[src/sv/dsi64_pkg.sv]
`timescale 1ns / 1ps
`default_nettype none

package dsi64_pkg;

  localparam logic [15:0] MAX_LEN    = 16'hFFFF;
  localparam logic [4:0]  MAX_DIGITS = 5'd20;

  localparam logic [63:0] NEG_LIMIT = 64'h8000_0000_0000_0000;
  localparam logic [63:0] POS_LIMIT = 64'hFFFF_FFFF_FFFF_FFFF;

  localparam logic [7:0] CH_SPACE = 8'h20;
  localparam logic [7:0] CH_TAB   = 8'h09;
  localparam logic [7:0] CH_PLUS  = 8'h2B;
  localparam logic [7:0] CH_MINUS = 8'h2D;
  localparam logic [7:0] CH_ZERO  = 8'h30;
  localparam logic [7:0] CH_NINE  = 8'h39;

  typedef enum logic [2:0] {
    PH_WS,
    PH_START,
    PH_ZEROS,
    PH_DIGITS,
    PH_DONE,
    PH_NONUM
  } phase_t;

  typedef enum logic [1:0] {
    ST_POS   = 2'd0,
    ST_NEG   = 2'd1,
    ST_RANGE = 2'd2,
    ST_NONUM = 2'd3
  } status_t;

  typedef struct packed {
    logic [7:0] char_byte;
    logic       last;
  } in_word_t;

  typedef struct packed {
    logic [63:0] value;
    logic [1:0]  status;
    logic [15:0] consumed;
  } out_word_t;

  typedef struct packed {
    logic     valid;
    in_word_t word;
  } stage_t;

  typedef struct packed {
    logic      valid;
    out_word_t word;
  } result_t;

endpackage

`default_nettype wire

[src/sv/dsi64_in_stage.sv]
`timescale 1ns / 1ps
`default_nettype none

module dsi64_in_stage (
  input  wire                 clk,
  input  wire                 rst_n,
  input  wire                 in_valid,
  output logic                in_ready,
  input  dsi64_pkg::in_word_t in_data,
  input  wire                 adv,
  output dsi64_pkg::stage_t   stg
);

  logic                 valid_r;
  dsi64_pkg::in_word_t  word_r;

  assign in_ready = !valid_r || adv;

  always_ff @(posedge clk) begin
    if (!rst_n) begin
      valid_r <= 1'b0;
    end else if (in_valid && in_ready) begin
      valid_r <= 1'b1;
    end else if (adv) begin
      valid_r <= 1'b0;
    end
  end

  always_ff @(posedge clk) begin
    if (in_valid && in_ready) begin
      word_r <= in_data;
    end
  end

  assign stg.valid = valid_r;
  assign stg.word  = word_r;

endmodule

`default_nettype wire

[src/sv/dsi64_parse.sv]
`timescale 1ns / 1ps
`default_nettype none

module dsi64_parse (
  input  wire                 clk,
  input  wire                 rst_n,
  input  dsi64_pkg::stage_t   stg,
  input  wire                 out_free,
  output logic                adv,
  output dsi64_pkg::result_t  res
);

  dsi64_pkg::phase_t phase_r, phase_nxt;
  logic [63:0]       acc_r, acc_nxt;
  logic [4:0]        dcnt_r, dcnt_nxt;
  logic              neg_r, neg_nxt;
  logic              ovf_r, ovf_nxt;
  logic [15:0]       pos_r, pos_nxt;
  logic [15:0]       end_r, end_nxt;

  logic [7:0]  c;
  logic [3:0]  d;
  logic        is_dig;
  logic        is_ws;
  logic        start_sel;
  logic        take;
  logic [67:0] acc10;
  logic [67:0] lim68;
  logic        too_big;
  logic        has_num;

  assign c      = stg.word.char_byte;
  assign d      = c[3:0];
  assign is_dig = c inside {[dsi64_pkg::CH_ZERO:dsi64_pkg::CH_NINE]};
  assign is_ws  = (c == dsi64_pkg::CH_SPACE) || (c == dsi64_pkg::CH_TAB);

  assign acc10   = {1'b0, acc_r, 3'b000} + {3'b000, acc_r, 1'b0} + {64'd0, d};
  assign lim68   = {4'd0, neg_r ? dsi64_pkg::NEG_LIMIT : dsi64_pkg::POS_LIMIT};
  assign too_big = acc10 > lim68;

  assign adv = stg.valid && (!stg.word.last || out_free);

  always_comb begin
    phase_nxt = phase_r;
    acc_nxt   = acc_r;
    dcnt_nxt  = dcnt_r;
    neg_nxt   = neg_r;
    ovf_nxt   = ovf_r;
    pos_nxt   = pos_r;
    end_nxt   = end_r;
    start_sel = 1'b0;
    take      = 1'b0;

    if (pos_r != dsi64_pkg::MAX_LEN) begin
      pos_nxt = pos_r + 16'd1;
      case (phase_r)
        dsi64_pkg::PH_WS: begin
          if (is_ws) begin
            phase_nxt = phase_r;
          end else if (c == dsi64_pkg::CH_MINUS) begin
            neg_nxt   = 1'b1;
            phase_nxt = dsi64_pkg::PH_START;
          end else if (c == dsi64_pkg::CH_PLUS) begin
            phase_nxt = dsi64_pkg::PH_START;
          end else begin
            start_sel = 1'b1;
          end
        end
        dsi64_pkg::PH_START: begin
          start_sel = 1'b1;
        end
        dsi64_pkg::PH_ZEROS: begin
          if (c == dsi64_pkg::CH_ZERO) begin
            end_nxt = pos_r + 16'd1;
          end else if (is_dig) begin
            phase_nxt = dsi64_pkg::PH_DIGITS;
            take      = 1'b1;
          end else begin
            phase_nxt = dsi64_pkg::PH_DONE;
          end
        end
        dsi64_pkg::PH_DIGITS: begin
          if (is_dig) begin
            take = 1'b1;
          end else begin
            phase_nxt = dsi64_pkg::PH_DONE;
          end
        end
        default: begin
          phase_nxt = phase_r;
        end
      endcase

      if (start_sel) begin
        if (c == dsi64_pkg::CH_ZERO) begin
          phase_nxt = dsi64_pkg::PH_ZEROS;
          end_nxt   = pos_r + 16'd1;
        end else if (is_dig) begin
          phase_nxt = dsi64_pkg::PH_DIGITS;
          take      = 1'b1;
        end else begin
          phase_nxt = dsi64_pkg::PH_NONUM;
        end
      end

      if (take) begin
        if (dcnt_r >= dsi64_pkg::MAX_DIGITS) begin
          ovf_nxt   = 1'b1;
          phase_nxt = dsi64_pkg::PH_DONE;
        end else begin
          if (too_big) begin
            ovf_nxt = 1'b1;
          end else begin
            acc_nxt = acc10[63:0];
          end
          dcnt_nxt = dcnt_r + 5'd1;
          end_nxt  = pos_r + 16'd1;
        end
      end
    end
  end

  assign has_num = (phase_nxt == dsi64_pkg::PH_ZEROS) || (phase_nxt == dsi64_pkg::PH_DIGITS)
                   || (phase_nxt == dsi64_pkg::PH_DONE);

  always_comb begin
    res.valid = adv && stg.word.last;
    if (!has_num) begin
      res.word.value    = 64'd0;
      res.word.status   = dsi64_pkg::ST_NONUM;
      res.word.consumed = 16'd0;
    end else begin
      res.word.consumed = end_nxt;
      if (ovf_nxt) begin
        res.word.status = dsi64_pkg::ST_RANGE;
        res.word.value  = neg_nxt ? dsi64_pkg::NEG_LIMIT : dsi64_pkg::POS_LIMIT;
      end else if (neg_nxt) begin
        res.word.status = dsi64_pkg::ST_NEG;
        res.word.value  = 64'd0 - acc_nxt;
      end else begin
        res.word.status = dsi64_pkg::ST_POS;
        res.word.value  = acc_nxt;
      end
    end
  end

  always_ff @(posedge clk) begin
    if (!rst_n || (adv && stg.word.last)) begin
      phase_r <= dsi64_pkg::PH_WS;
      acc_r   <= 64'd0;
      dcnt_r  <= 5'd0;
      neg_r   <= 1'b0;
      ovf_r   <= 1'b0;
      pos_r   <= 16'd0;
      end_r   <= 16'd0;
    end else if (adv) begin
      phase_r <= phase_nxt;
      acc_r   <= acc_nxt;
      dcnt_r  <= dcnt_nxt;
      neg_r   <= neg_nxt;
      ovf_r   <= ovf_nxt;
      pos_r   <= pos_nxt;
      end_r   <= end_nxt;
    end
  end

endmodule

`default_nettype wire

[src/sv/dsi64_out_stage.sv]
`timescale 1ns / 1ps
`default_nettype none

module dsi64_out_stage (
  input  wire                  clk,
  input  wire                  rst_n,
  input  dsi64_pkg::result_t   res,
  output logic                 out_free,
  output logic                 out_valid,
  input  wire                  out_ready,
  output dsi64_pkg::out_word_t out_data
);

  logic                 valid_r;
  dsi64_pkg::out_word_t word_r;

  assign out_free = !valid_r || out_ready;

  always_ff @(posedge clk) begin
    if (!rst_n) begin
      valid_r <= 1'b0;
    end else if (res.valid) begin
      valid_r <= 1'b1;
    end else if (out_ready) begin
      valid_r <= 1'b0;
    end
  end

  always_ff @(posedge clk) begin
    if (res.valid) begin
      word_r <= res.word;
    end
  end

  assign out_valid = valid_r;
  assign out_data  = word_r;

endmodule

`default_nettype wire

[src/sv/decimal_string_to_int64_core.sv]
// channel | signals                        | word
// --------+--------------------------------+-------------------------------
// in      | in_valid, in_ready, in_data    | char_byte[7:0], last
// out     | out_valid, out_ready, out_data | value[63:0], status[1:0],
//         |                                | consumed[15:0]
//
// One byte per cycle; the 64-bit times-ten add and limit compare sets the period.
// After its last byte is taken, a result passes two registers: the input register, then
// the result register.
// Reset is synchronous on rst_n and drops both registers and the parse state.
// A stalled result holds back the next last byte and the bytes behind it; earlier bytes keep flowing.
`timescale 1ns / 1ps
`default_nettype none

module decimal_string_to_int64_core (
  input  wire                  clk,
  input  wire                  rst_n,
  input  wire                  in_valid,
  output logic                 in_ready,
  input  dsi64_pkg::in_word_t  in_data,
  output logic                 out_valid,
  input  wire                  out_ready,
  output dsi64_pkg::out_word_t out_data
);

  dsi64_pkg::stage_t  stg;
  dsi64_pkg::result_t res;
  logic               adv;
  logic               out_free;

  dsi64_in_stage u_in (
    .clk      (clk),
    .rst_n    (rst_n),
    .in_valid (in_valid),
    .in_ready (in_ready),
    .in_data  (in_data),
    .adv      (adv),
    .stg      (stg)
  );

  dsi64_parse u_parse (
    .clk      (clk),
    .rst_n    (rst_n),
    .stg      (stg),
    .out_free (out_free),
    .adv      (adv),
    .res      (res)
  );

  dsi64_out_stage u_out (
    .clk       (clk),
    .rst_n     (rst_n),
    .res       (res),
    .out_free  (out_free),
    .out_valid (out_valid),
    .out_ready (out_ready),
    .out_data  (out_data)
  );

endmodule

`default_nettype wire

[config.mk]
export PLATFORM = sky130hd
export DESIGN_NAME = decimal_string_to_int64_core
export DESIGN_NICKNAME = d
export VERILOG_FILES = /design/src/sv/dsi64_pkg.sv /design/src/sv/dsi64_in_stage.sv /design/src/sv/dsi64_parse.sv /design/src/sv/dsi64_out_stage.sv /design/src/sv/decimal_string_to_int64_core.sv
export SDC_FILE = /design/constraint.sdc
export NUM_CORES = 1
export LEC_CHECK = 0
export ABC_AREA = 1
export BUFFER_PORTS_ARGS = -buffer_cell sky130_fd_sc_hd__buf_2
export CORE_ASPECT_RATIO = 1.1
export CORE_MARGIN = 10
export CORE_UTILIZATION = 35
export DETAILED_ROUTE_END_ITERATION = 6
export GPL_ROUTABILITY_DRIVEN = 0
export MAX_ROUTING_LAYER = met4
export PLACE_DENSITY_LB_ADDON = 0.1
export RECOVER_POWER = 25
export SYNTH_ARGS = -nofsm -noshare
export SYNTH_HDL_FRONTEND = slang
export SYNTH_SLANG_ARGS = --single-unit
[constraint.sdc]
create_clock -name clk -period 8.3 [get_ports clk]
set_input_delay 2.49 -clock clk [delete_from_list [all_inputs] [get_ports clk]]
set_output_delay 2.49 -clock clk [all_outputs]
set_load 0.05 [all_outputs]
==> results of run 1 <==
==> how the worst max path moves through the flow <==
stage | endpoint | cells after the start | start
after detailed placement | u_out.out_data[58]$_SDFFCE_PP0P_ | 41 | u_in.stg[3]$_DFFE_PP_
after CTS | u_out.out_data[58]$_SDFFCE_PP0P_ | 41 | u_in.stg[3]$_DFFE_PP_
after global placement | u_out.out_data[77]$_SDFFCE_PP0P_ | 38 | u_in.stg[3]$_DFFE_PP_
after floorplan | u_out.out_data[58]$_SDFFCE_PP0P_ | 40 | u_in.stg[4]$_DFFE_PP_
after global routing | u_out.out_data[68]$_SDFFCE_PP0P_ | 41 | u_in.stg[3]$_DFFE_PP_
final | u_out.out_data[27]$_SDFFCE_PP0P_ | 38 | u_in.stg[3]$_DFFE_PP_
==> cell families after synthesis <==
family | after synthesis | share of synthesized area
AOI/OAI and AO/OA | 541 | 0.171
and+or+nand+nor | 1201 | 0.284
adders and majority gates | 196 | 0.136
xor gates and xnor gates | 71 | 0.0342
buffers and inverters | 487 | 0.105
DFF | 199 | 0.269
==> repair_timing <==
action / CTS / global route
setup endpoints to repair: 0 / 31
buffers inserted: 0 / 0
hold endpoints to repair: 0 / 0
gates resized for setup: 0 / 1
==> power by group <==
group | switching, mW | total (mW) | internal [mW] | leakage (nW)
clock network | 0.439 | 0.879 | 0.439 | 0.292
registers | 0.0470 | 1.12 | 1.07 | 1.76
logic | 0.557 | 0.776 | 0.219 | 7.90
==> cell type report <==
class                   instances  area (um2)  area share
multi-input cells            2010       11400       0.574
flip-flops and latches        199        4900       0.247
inverters                     411        1550      0.0780
well taps                     667         835      0.0421
repair buffers                116         561      0.0283
clock buffers                  19         443      0.0223
clock inverters                13         159     0.00802
==> through the flow <==
stage | setup WS (ns) | utilization | total power [mW] | cells | hold WS [ns]
final | 0.781 | 0.387 | 2.78 | 3435 | 0.465
after global routing | 0.124 | 0.387 | 2.93 | 3435 | 0.509
after CTS | 0.499 | 0.388 | 2.80 | 3434 | 0.468
after detailed placement | 0.535 | 0.377 | 1.92 | 3402 | 0.455
after global placement | 0.609 | 0.377 | 1.91 | 3402 | 0.453
after floorplan | 2.39 | - | 1.69 | 2695 | 0.436
==> critical path: cells and delay by family, from the launching register on <==
kind	cells	cell delay (ns)
buffers and inverters	5	1.19
xor gates and xnor gates	1	0.33
DFF	1	0.43
AOI/OAI and AO/OA	9	2.13
adders and majority gates	4	1.40
and+or+nand+nor	19	1.76
==> cells in the mapped netlist, drive strengths merged, types with 3 or more instances <==
| cell type | instances |
|---|---|
| nand2 | 660 |
| inv | 409 |
| nor2 | 332 |
| o21ai | 211 |
| a21oi | 210 |
| ha | 194 |
| dfxtp | 108 |
| edfxtp | 91 |
| nand3 | 90 |
| xor2 | 59 |
| nand4 | 57 |
| o211ai | 52 |
| clkbuf | 45 |
| nor3 | 36 |
| buf | 31 |
| a31oi | 12 |
| xnor2 | 12 |
| a21o | 11 |
| nor4 | 11 |
| o21a | 11 |
| a21boi | 10 |
| a211oi | 6 |
| o21bai | 6 |
| a31o | 4 |
| nor3b | 4 |
| and2 | 3 |
| and3 | 3 |
| or2 | 3 |
==> registers in the layout, summed over array words and instances, names as in the netlist, 3 cells and up <==
signal and flops:
u_parse.dcnt_r 5, u_parse.acc_r 64, u_out.out_data 82, u_in.stg 9, u_parse.pos_r 16, u_parse.phase_r 3, u_parse.end_r 16
==> per-layer routing <==
layer,track usage,routed length [um],share of wire
met1,0.266,29600,0.47
met2,0.333,28900,0.46
met3,0.0211,2810,0.044
met4,0.0733,2040,0.032
met5,-,0,0
==> flow_metrics.env, run 1 <==
export IMPL_synth_enable_flop_cells=91
export IMPL_netlist_instances=2695
export IMPL_cts_buffers=17
export IMPL_end_kind="flip-flop"
export IMPL_fillers=5525
export IMPL_syn_mean_instance_area_um2=6.74
export IMPL_ant_nets=0
export IMPL_setup_viol=0
export IMPL_first_pass_iters=6
export IMPL_drc_errors=0
export IMPL_drive_gt1_frac=0.0755
export IMPL_grt_max_degree=79
export IMPL_max_cap_violations=0
export IMPL_async_flop_share=0
export IMPL_grt_first_pass_wirelength_um=98600
export IMPL_h_tree_depth=4
export IMPL_crit_required_ns=8.52
export IMPL_setup_tns_final_ns=0
export IMPL_clkTransAtPathRegs_ns=0.08
export IMPL_leakagePower_nw=9.95
export IMPL_cp_data_arrival_time_ns=7.74
export IMPL_syn_num_nets=2904
export IMPL_max_stage_delay_ns=0.48
export IMPL_ios=97
export IMPL_initial_core_util=0.354
export IMPL_yosys_most_used_dff="dfxtp_1"
export IMPL_synth_warnings=0
export IMPL_clk_insertion_delay_late_ns=0.47
export IMPL_gr_total_overflow=0
export IMPL_rows=87
export IMPL_r2r_end="u_out.out_data[27]$_SDFFCE_PP0P_"
export IMPL_track_usage=0.207
export IMPL_hold_path_class="reg -> reg"
export IMPL_rsz0062_at_grt="no"
export IMPL_place_hpwl_um=50400
export IMPL_slowest_stage="o21ai_0"
export IMPL_critPathLaunchType="flip-flop"
export IMPL_antennaDiodeCount=0
export IMPL_nets=2964
export IMPL_synth_largest_area_cell="edfxtp_1"
export IMPL_slew_violations=0
export IMPL_clock_path_buffers=2
export IMPL_num_vias=17800
export IMPL_max_freq_mhz=133
export IMPL_dieArea_um2=61400
export IMPL_skew_ns=0.0167
export IMPL_synth_top_area_frac=0.150
export IMPL_worstHoldStart="u_parse.dcnt_r[4]$_SDFFE_PP0P_"
export IMPL_synth_seq_cells=199
export IMPL_r2r_start="u_in.stg[3]$_DFFE_PP_"
export IMPL_hold_buffers=0
export IMPL_hold_end="u_parse.dcnt_r[4]$_SDFFE_PP0P_"
export IMPL_hold_viol_final=0
export IMPL_worst_slew_pin_slew_ns=1.08
export IMPL_syn_area_um2=18200
export IMPL_cts_sinks=199
export IMPL_first_iter_violations=1354
export IMPL_rrSetupSlack_ns=0.78
export IMPL_r2r_cells=38
export IMPL_post_dp_cell_area_um2=19300
export IMPL_wirelength_um=63300
export IMPL_period_share=0.906
export IMPL_grt_pass1_vias=17400
export IMPL_status="finished, final reports clean"
export IMPL_period_needed_ns=7.52
export IMPL_viasPerCell=5.19
export IMPL_core_area_um2=51300
export IMPL_stdcell_area_um2=19800
export IMPL_final_common_cell="nand2_1"
export IMPL_area_delta_synth_final_pct=9.10
export IMPL_p_per_area_nw_per_um2=140
export IMPL_final_cell_mix="625 x nand2_1, 372 x inv_1, 311 x nor2_1, 207 x a21oi_1, 194 x ha_1"
export IMPL_wl_per_cell_um=18.4
export IMPL_root_buffer="clkbuf_16"
export IMPL_die_width_um=237
export IMPL_cts_tree="yes"
export IMPL_antenna_found_initial=0
export IMPL_ys_seq_area_frac=0.269
export IMPL_ir_drop_v=0.000147
export IMPL_whs_path_depth=2
export IMPL_crit_top_cell="nand2_1"
export IMPL_io_buffers=96
export IMPL_relSlewSlack=0.282
export IMPL_cp_max_fo=32
export IMPL_crit_type="reg -> reg"
export IMPL_synth_cell_types=61
export IMPL_synthTopCellsByArea="edfxtp_1 15%, ha_1 13%, nand2_1 13%"
export IMPL_dieHeight_um=259
(Power assumes the default switching activity.)
==> run 2, diff against run 1 <==
==> constraint.sdc (replaced) <==
create_clock -name clk -period 9.6 [get_ports clk]
set_input_delay 2.88 -clock clk [delete_from_list [all_inputs] [get_ports clk]]
set_output_delay 2.88 -clock clk [all_outputs]
set_load 0.05 [all_outputs]
==> flow_metrics.env, run 2 (synthesis results as in run 1) <==
export IMPL_r2r_start="u_in.stg[4]$_DFFE_PP_"
export IMPL_slew_violations=0
export IMPL_fin_cells=3429
export IMPL_nets=2958
export IMPL_grt_pass1_vias=17100
export IMPL_rrSetupSlack_ns=1.76
export IMPL_final_common_cell="nand2_1"
export IMPL_drive_gt1_frac=0.0728
export IMPL_status="finished, final reports clean"
export IMPL_grt_max_degree=117
export IMPL_ios=97
export IMPL_num_vias=17900
export IMPL_initial_core_util=0.354
export IMPL_wirelength_um=64400
export IMPL_ant_nets=0
export IMPL_post_dp_cell_area_um2=19300
export IMPL_rows=87
export IMPL_io_buffers=96
export IMPL_setup_viol=0
export IMPL_first_iter_violations=1510
export IMPL_slowest_stage="fa_1"
export IMPL_hold_path_class="reg -> reg"
export IMPL_core_area_um2=51300
export IMPL_max_stage_delay_ns=0.62
export IMPL_period_share=0.816
export IMPL_place_hpwl_um=51200
export IMPL_critPathLaunchType="flip-flop"
export IMPL_relSlewSlack=0.209
export IMPL_r2r_cells=40
export IMPL_p_total_mw=2.36
export IMPL_dieArea_um2=61400
export IMPL_worst_slew_pin_slew_ns=1.19
export IMPL_hold_end="u_parse.dcnt_r[4]$_SDFFE_PP0P_"
export IMPL_antenna_found_initial=0
export IMPL_p_per_area_nw_per_um2=120
export IMPL_antennaDiodeCount=0
export IMPL_cts_resized_gates=0
export IMPL_area_delta_synth_final_pct=8.52
export IMPL_setup_tns_final_ns=0
export IMPL_wl_per_cell_um=18.8
export IMPL_final_cell_mix="625 x nand2_1, 372 x inv_1, 311 x nor2_1, 207 x a21oi_1, 194 x ha_1"
export IMPL_h_tree_depth=4
export IMPL_hold_viol_final=0
export IMPL_hold_buffers=0
export IMPL_dieHeight_um=259
export IMPL_max_freq_mhz=128
export IMPL_root_buffer="clkbuf_16"
export IMPL_clkTransAtPathRegs_ns=0.08
export IMPL_whs_path_depth=2
export IMPL_clock_path_buffers=2
export IMPL_cts_setup_buffers=0
export IMPL_r2r_end="u_out.out_data[48]$_SDFFCE_PP0P_"
export IMPL_viasPerCell=5.22
export IMPL_cts_tree="yes"
export IMPL_crit_required_ns=9.82
export IMPL_ir_drop_v=0.000136
export IMPL_cp_max_fo=23
export IMPL_rsz0062_at_grt="no"
export IMPL_gr_total_overflow=0
export IMPL_end_kind="flip-flop"
export IMPL_drc_errors=0
export IMPL_place_ws_ns=1.94
export IMPL_die_width_um=237
export IMPL_max_cap_violations=0
export IMPL_crit_type="reg -> reg"
export IMPL_largest_reg_flops=82
export IMPL_stdcell_area_um2=19700
export IMPL_skew_ns=0.0205
export IMPL_track_usage=0.211
export IMPL_cts_sinks=199
export IMPL_setup_ws_ns=1.76
export IMPL_first_pass_iters=5
export IMPL_crit_top_cell="nand2_1"
export IMPL_worstHoldStart="u_parse.dcnt_r[4]$_SDFFE_PP0P_"
export IMPL_leakagePower_nw=9.90
export IMPL_dp_cells=3397
export IMPL_grt_first_pass_wirelength_um=99800
export IMPL_clk_insertion_delay_late_ns=0.47
export IMPL_cp_data_arrival_time_ns=8.06
export IMPL_period_needed_ns=7.84
export IMPL_cts_buffers=17
-- run 2: cell count changes in the layout (fill, tap and decap cells not counted), sizes merged --
| cell | before | now |
|---|---|---|
| nand3 | 91 | 90 |
| clkinv | 7 | 9 |
| bufinv | 1 | 0 |
| clkbuf | 95 | 96 |
| inv | 415 | 413 |
| clkinvlp | 1 | 2 |
| buf | 40 | 34 |
-- run 2: how the worst max path moves through the flow --
| stage | startpoint | endpoint | slack (ns) | depth (start not counted) |
|---|---|---|---|---|
| floorplan | out_ready | in_ready | 3.27 | 2 |
| global placement | u_parse.acc_r[14]$_SDFFE_PP0P_ | u_out.out_data[42]$_SDFFCE_PP0P_ | 1.81 | 36 |
| detailed placement | u_in.stg[4]$_DFFE_PP_ | u_out.out_data[80]$_SDFFCE_PP0P_ | 1.94 | 40 |
| CTS | u_in.stg[4]$_DFFE_PP_ | u_out.out_data[80]$_SDFFCE_PP0P_ | 1.92 | 40 |
| global route | u_in.stg[4]$_DFFE_PP_ | u_out.out_data[48]$_SDFFCE_PP0P_ | 1.22 | 40 |
| finish | u_in.stg[4]$_DFFE_PP_ | u_out.out_data[48]$_SDFFCE_PP0P_ | 1.76 | 40 |
-- run 2: final cells by class --
| class | count | area, um2 |
|---|---|---|
| repair buffers | 111 | 509 |
| multi-input cells | 2009 | 11400 |
| clock inverters | 13 | 115 |
| inverters | 411 | 1550 |
| clock buffers | 19 | 443 |
| flip-flops and latches | 199 | 4900 |
| well taps | 667 | 835 |
| fillers | 5541 | 31600 |
-- run 2: report_power, final --
part           internal (mW)  switching [mW]
sequential             0.928          0.0433
clock                  0.346           0.373
combinational          0.188           0.480
-- run 2: layer usage --
metal | global-route usage | up-vias | part of all wire
met5 | - | - | 0
met4 | 0.0512 | 0 | 0.020
met3 | 0.0217 | 69 | 0.047
met2 | 0.343 | 496 | 0.46
met1 | 0.276 | 8353 | 0.47
li1 | - | 8989 | -
-- run 2: worst max-delay path: cells and delay by family (launching register included) --
family,cells,cell delay (ns)
AND/OR/NAND/NOR,22,2.14
adder cells (fa/ha/maj),4,1.63
AO/OA/AOI/OAI,10,2.76
buffers and inverters,3,0.26
flip-flops,1,0.48
XOR/XNOR,1,0.28
-- run 2: metrics by stage --
stage	utilization	hold slack (ns)
after detailed placement	0.376	0.450
after global routing	0.385	0.514
final	0.385	0.458
after floorplan	-	0.436
after CTS	0.386	0.461
after global placement	0.376	0.451
==> run 3, diff against run 2 <==
==> constraint.sdc (replaced) <==
create_clock -name clk -period 7.9 [get_ports clk]
set_input_delay 2.37 -clock clk [delete_from_list [all_inputs] [get_ports clk]]
set_output_delay 2.37 -clock clk [all_outputs]
set_load 0.05 [all_outputs]
==> flow_metrics.env, run 3 (synthesis results as in run 1) <==
export IMPL_io_buffers=96
export IMPL_final_cell_mix="625 x nand2_1, 372 x inv_1, 311 x nor2_1, 207 x a21oi_1, 194 x ha_1"
export IMPL_grt_max_degree=92
export IMPL_setup_tns_final_ns=0
export IMPL_period_needed_ns=7.28
export IMPL_leakagePower_nw=9.99
export IMPL_track_usage=0.206
export IMPL_relSlewSlack=0.301
export IMPL_slew_violations=0
export IMPL_r2r_start="u_parse.acc_r[16]$_SDFFE_PP0P_"
export IMPL_final_common_cell="nand2_1"
export IMPL_fillers=5540
export IMPL_max_cap_violations=0
export IMPL_r2r_end="u_out.out_data[81]$_SDFFCE_PP0P_"
export IMPL_num_vias=17900
export IMPL_ir_drop_v=0.000157
export IMPL_ff_latch_area_um2=4900
export IMPL_rsz0062_at_grt="no"
export IMPL_viasPerCell=5.19
export IMPL_grt_pass1_vias=17100
export IMPL_crit_top_cell="nand2_1"
export IMPL_clock_path_buffers=2
export IMPL_crit_family="simple AND/OR/NAND/NOR gates"
export IMPL_ant_nets=0
export IMPL_dieHeight_um=259
export IMPL_critPathLaunchType="flip-flop"
export IMPL_largest_reg_flops=82
export IMPL_clkPwrFrac=0.306
export IMPL_dieArea_um2=61400
export IMPL_highest_layer="met4"
export IMPL_h_tree_depth=4
export IMPL_fin_util=0.387
export IMPL_area_delta_synth_final_pct=9.28
export IMPL_cts_buffers=17
export IMPL_power_frac_seq=0.409
export IMPL_worst_slew_pin_slew_ns=1.05
export IMPL_drc_errors=1
export IMPL_max_stage_delay_ns=0.56
export IMPL_cp_max_fo=17
export IMPL_crit_type="reg -> reg"
export IMPL_status="finished with violations"
export IMPL_drive_gt1_frac=0.0789
export IMPL_cts_sinks=199
export IMPL_antennaDiodeCount=0
export IMPL_initial_core_util=0.354
export IMPL_crit_buf_inv=5
export IMPL_cts_setup_buffers=0
export IMPL_p_per_area_nw_per_um2=145
export IMPL_rows=87
export IMPL_root_buffer="clkbuf_16"
export IMPL_wirelength_um=63700
export IMPL_route_met3_wl_um=2710
export IMPL_end_kind="flip-flop"
export IMPL_clkTransAtPathRegs_ns=0.08
export IMPL_skew_ns=0.0281
export IMPL_holdWs_ns=0.458
export IMPL_multi_input_area_um2=11400
export IMPL_max_freq_mhz=137
export IMPL_clk_insertion_delay_late_ns=0.48
export IMPL_intPower_mw=1.78
export IMPL_crit_required_ns=8.12
export IMPL_grt_first_pass_wirelength_um=97700
export IMPL_cts_tree="yes"
export IMPL_first_pass_iters=7
export IMPL_worstHoldStart="u_parse.dcnt_r[4]$_SDFFE_PP0P_"
export IMPL_antenna_found_initial=0
export IMPL_setup_viol=0
export IMPL_p_total_mw=2.88
export IMPL_first_iter_violations=1345
export IMPL_nets=2973
export IMPL_period_share=0.921
export IMPL_ios=97
export IMPL_hold_viol_final=0
export IMPL_switchingPower_mw=1.10
export IMPL_hold_path_class="reg -> reg"
export IMPL_violations="design-rule violations"
export IMPL_met1_length_um=29700
export IMPL_whs_path_depth=2
export IMPL_p_sw_frac=0.382
export IMPL_route_met2_wl_um=29600
export IMPL_place_hpwl_um=50800
export IMPL_r2r_cells=44
export IMPL_hold_end="u_parse.dcnt_r[4]$_SDFFE_PP0P_"
export IMPL_slowest_stage="o211ai_1"
export IMPL_rrSetupSlack_ns=0.62
export IMPL_gr_total_overflow=0
export IMPL_core_area_um2=51300
export IMPL_wl_per_cell_um=18.5
export IMPL_p_comb_frac=0.285
export IMPL_cp_data_arrival_time_ns=7.50
export IMPL_die_width_um=237
[run 3: area by class of cell]
type | count | share of cell area
clock inverter | 15 | 0.00712
clock buffer | 17 | 0.0214
tap | 667 | 0.0420
timing repair buffer | 126 | 0.0321
inverter | 411 | 0.0779
multi-input combinational | 2009 | 0.573
sequential | 199 | 0.247
[run 3: power by group through the flow]
stage	sequential, mW	combinational [mW]	clock, mW
after floorplan	1.22	0.551	0
after global placement	1.20	0.815	0
after detailed placement	1.20	0.820	0
after CTS	1.18	0.822	0.902
after global routing	1.18	0.917	0.936
final	1.18	0.820	0.880
[run 3: worst reg2reg max path: cells and delay by family, from the launching register on]
kind | cells | cell delay, ns
AO/OA/AOI/OAI | 1 | 0.56
XOR/XNOR | 1 | 0.21
adder cells (fa/ha/maj) | 3 | 0.98
buffers and inverters | 5 | 0.66
flip-flops | 1 | 0.44
AND/OR/NAND/NOR | 34 | 4.18
[run 3: worst max-delay path by stage]
stage | start | to | slack, ns | cells after the start
after detailed placement | u_parse.acc_r[33]$_SDFFE_PP0P_ | u_out.out_data[81]$_SDFFCE_PP0P_ | 0.53 | 45
final | u_parse.acc_r[16]$_SDFFE_PP0P_ | u_out.out_data[81]$_SDFFCE_PP0P_ | 0.62 | 44
after global placement | u_parse.acc_r[31]$_SDFFE_PP0P_ | u_out.out_data[81]$_SDFFCE_PP0P_ | 0.52 | 43
after floorplan | u_in.stg[4]$_DFFE_PP_ | u_out.out_data[58]$_SDFFCE_PP0P_ | 1.99 | 40
after CTS | u_parse.acc_r[33]$_SDFFE_PP0P_ | u_out.out_data[81]$_SDFFCE_PP0P_ | 0.52 | 45
after global routing | u_parse.acc_r[16]$_SDFFE_PP0P_ | u_out.out_data[64]$_SDFFCE_PP0P_ | 0.11 | 43
[run 3: through the flow]
stage,setup slack (ns),area [um2],instances
after floorplan,1.99,18200,2695
after global placement,0.520,19400,3412
after detailed placement,0.531,19400,3412
after CTS,0.518,19900,3444
after global routing,0.112,19900,3444
final,0.622,19900,3444
[run 3: what timing repair did]
item | in CTS | in global routing
hold buffers | 0 | 0
resized for setup | 0 | 1
endpoints found under the setup margin | 0 | 9
[run 3: routing by layer]
layer / vias up / track usage
met1: 8284 / 0.262
met3: 91 / 0.0217
met4: 0 / 0.0636
met5: - / -
met2: 473 / 0.339
li1: 9023 / -
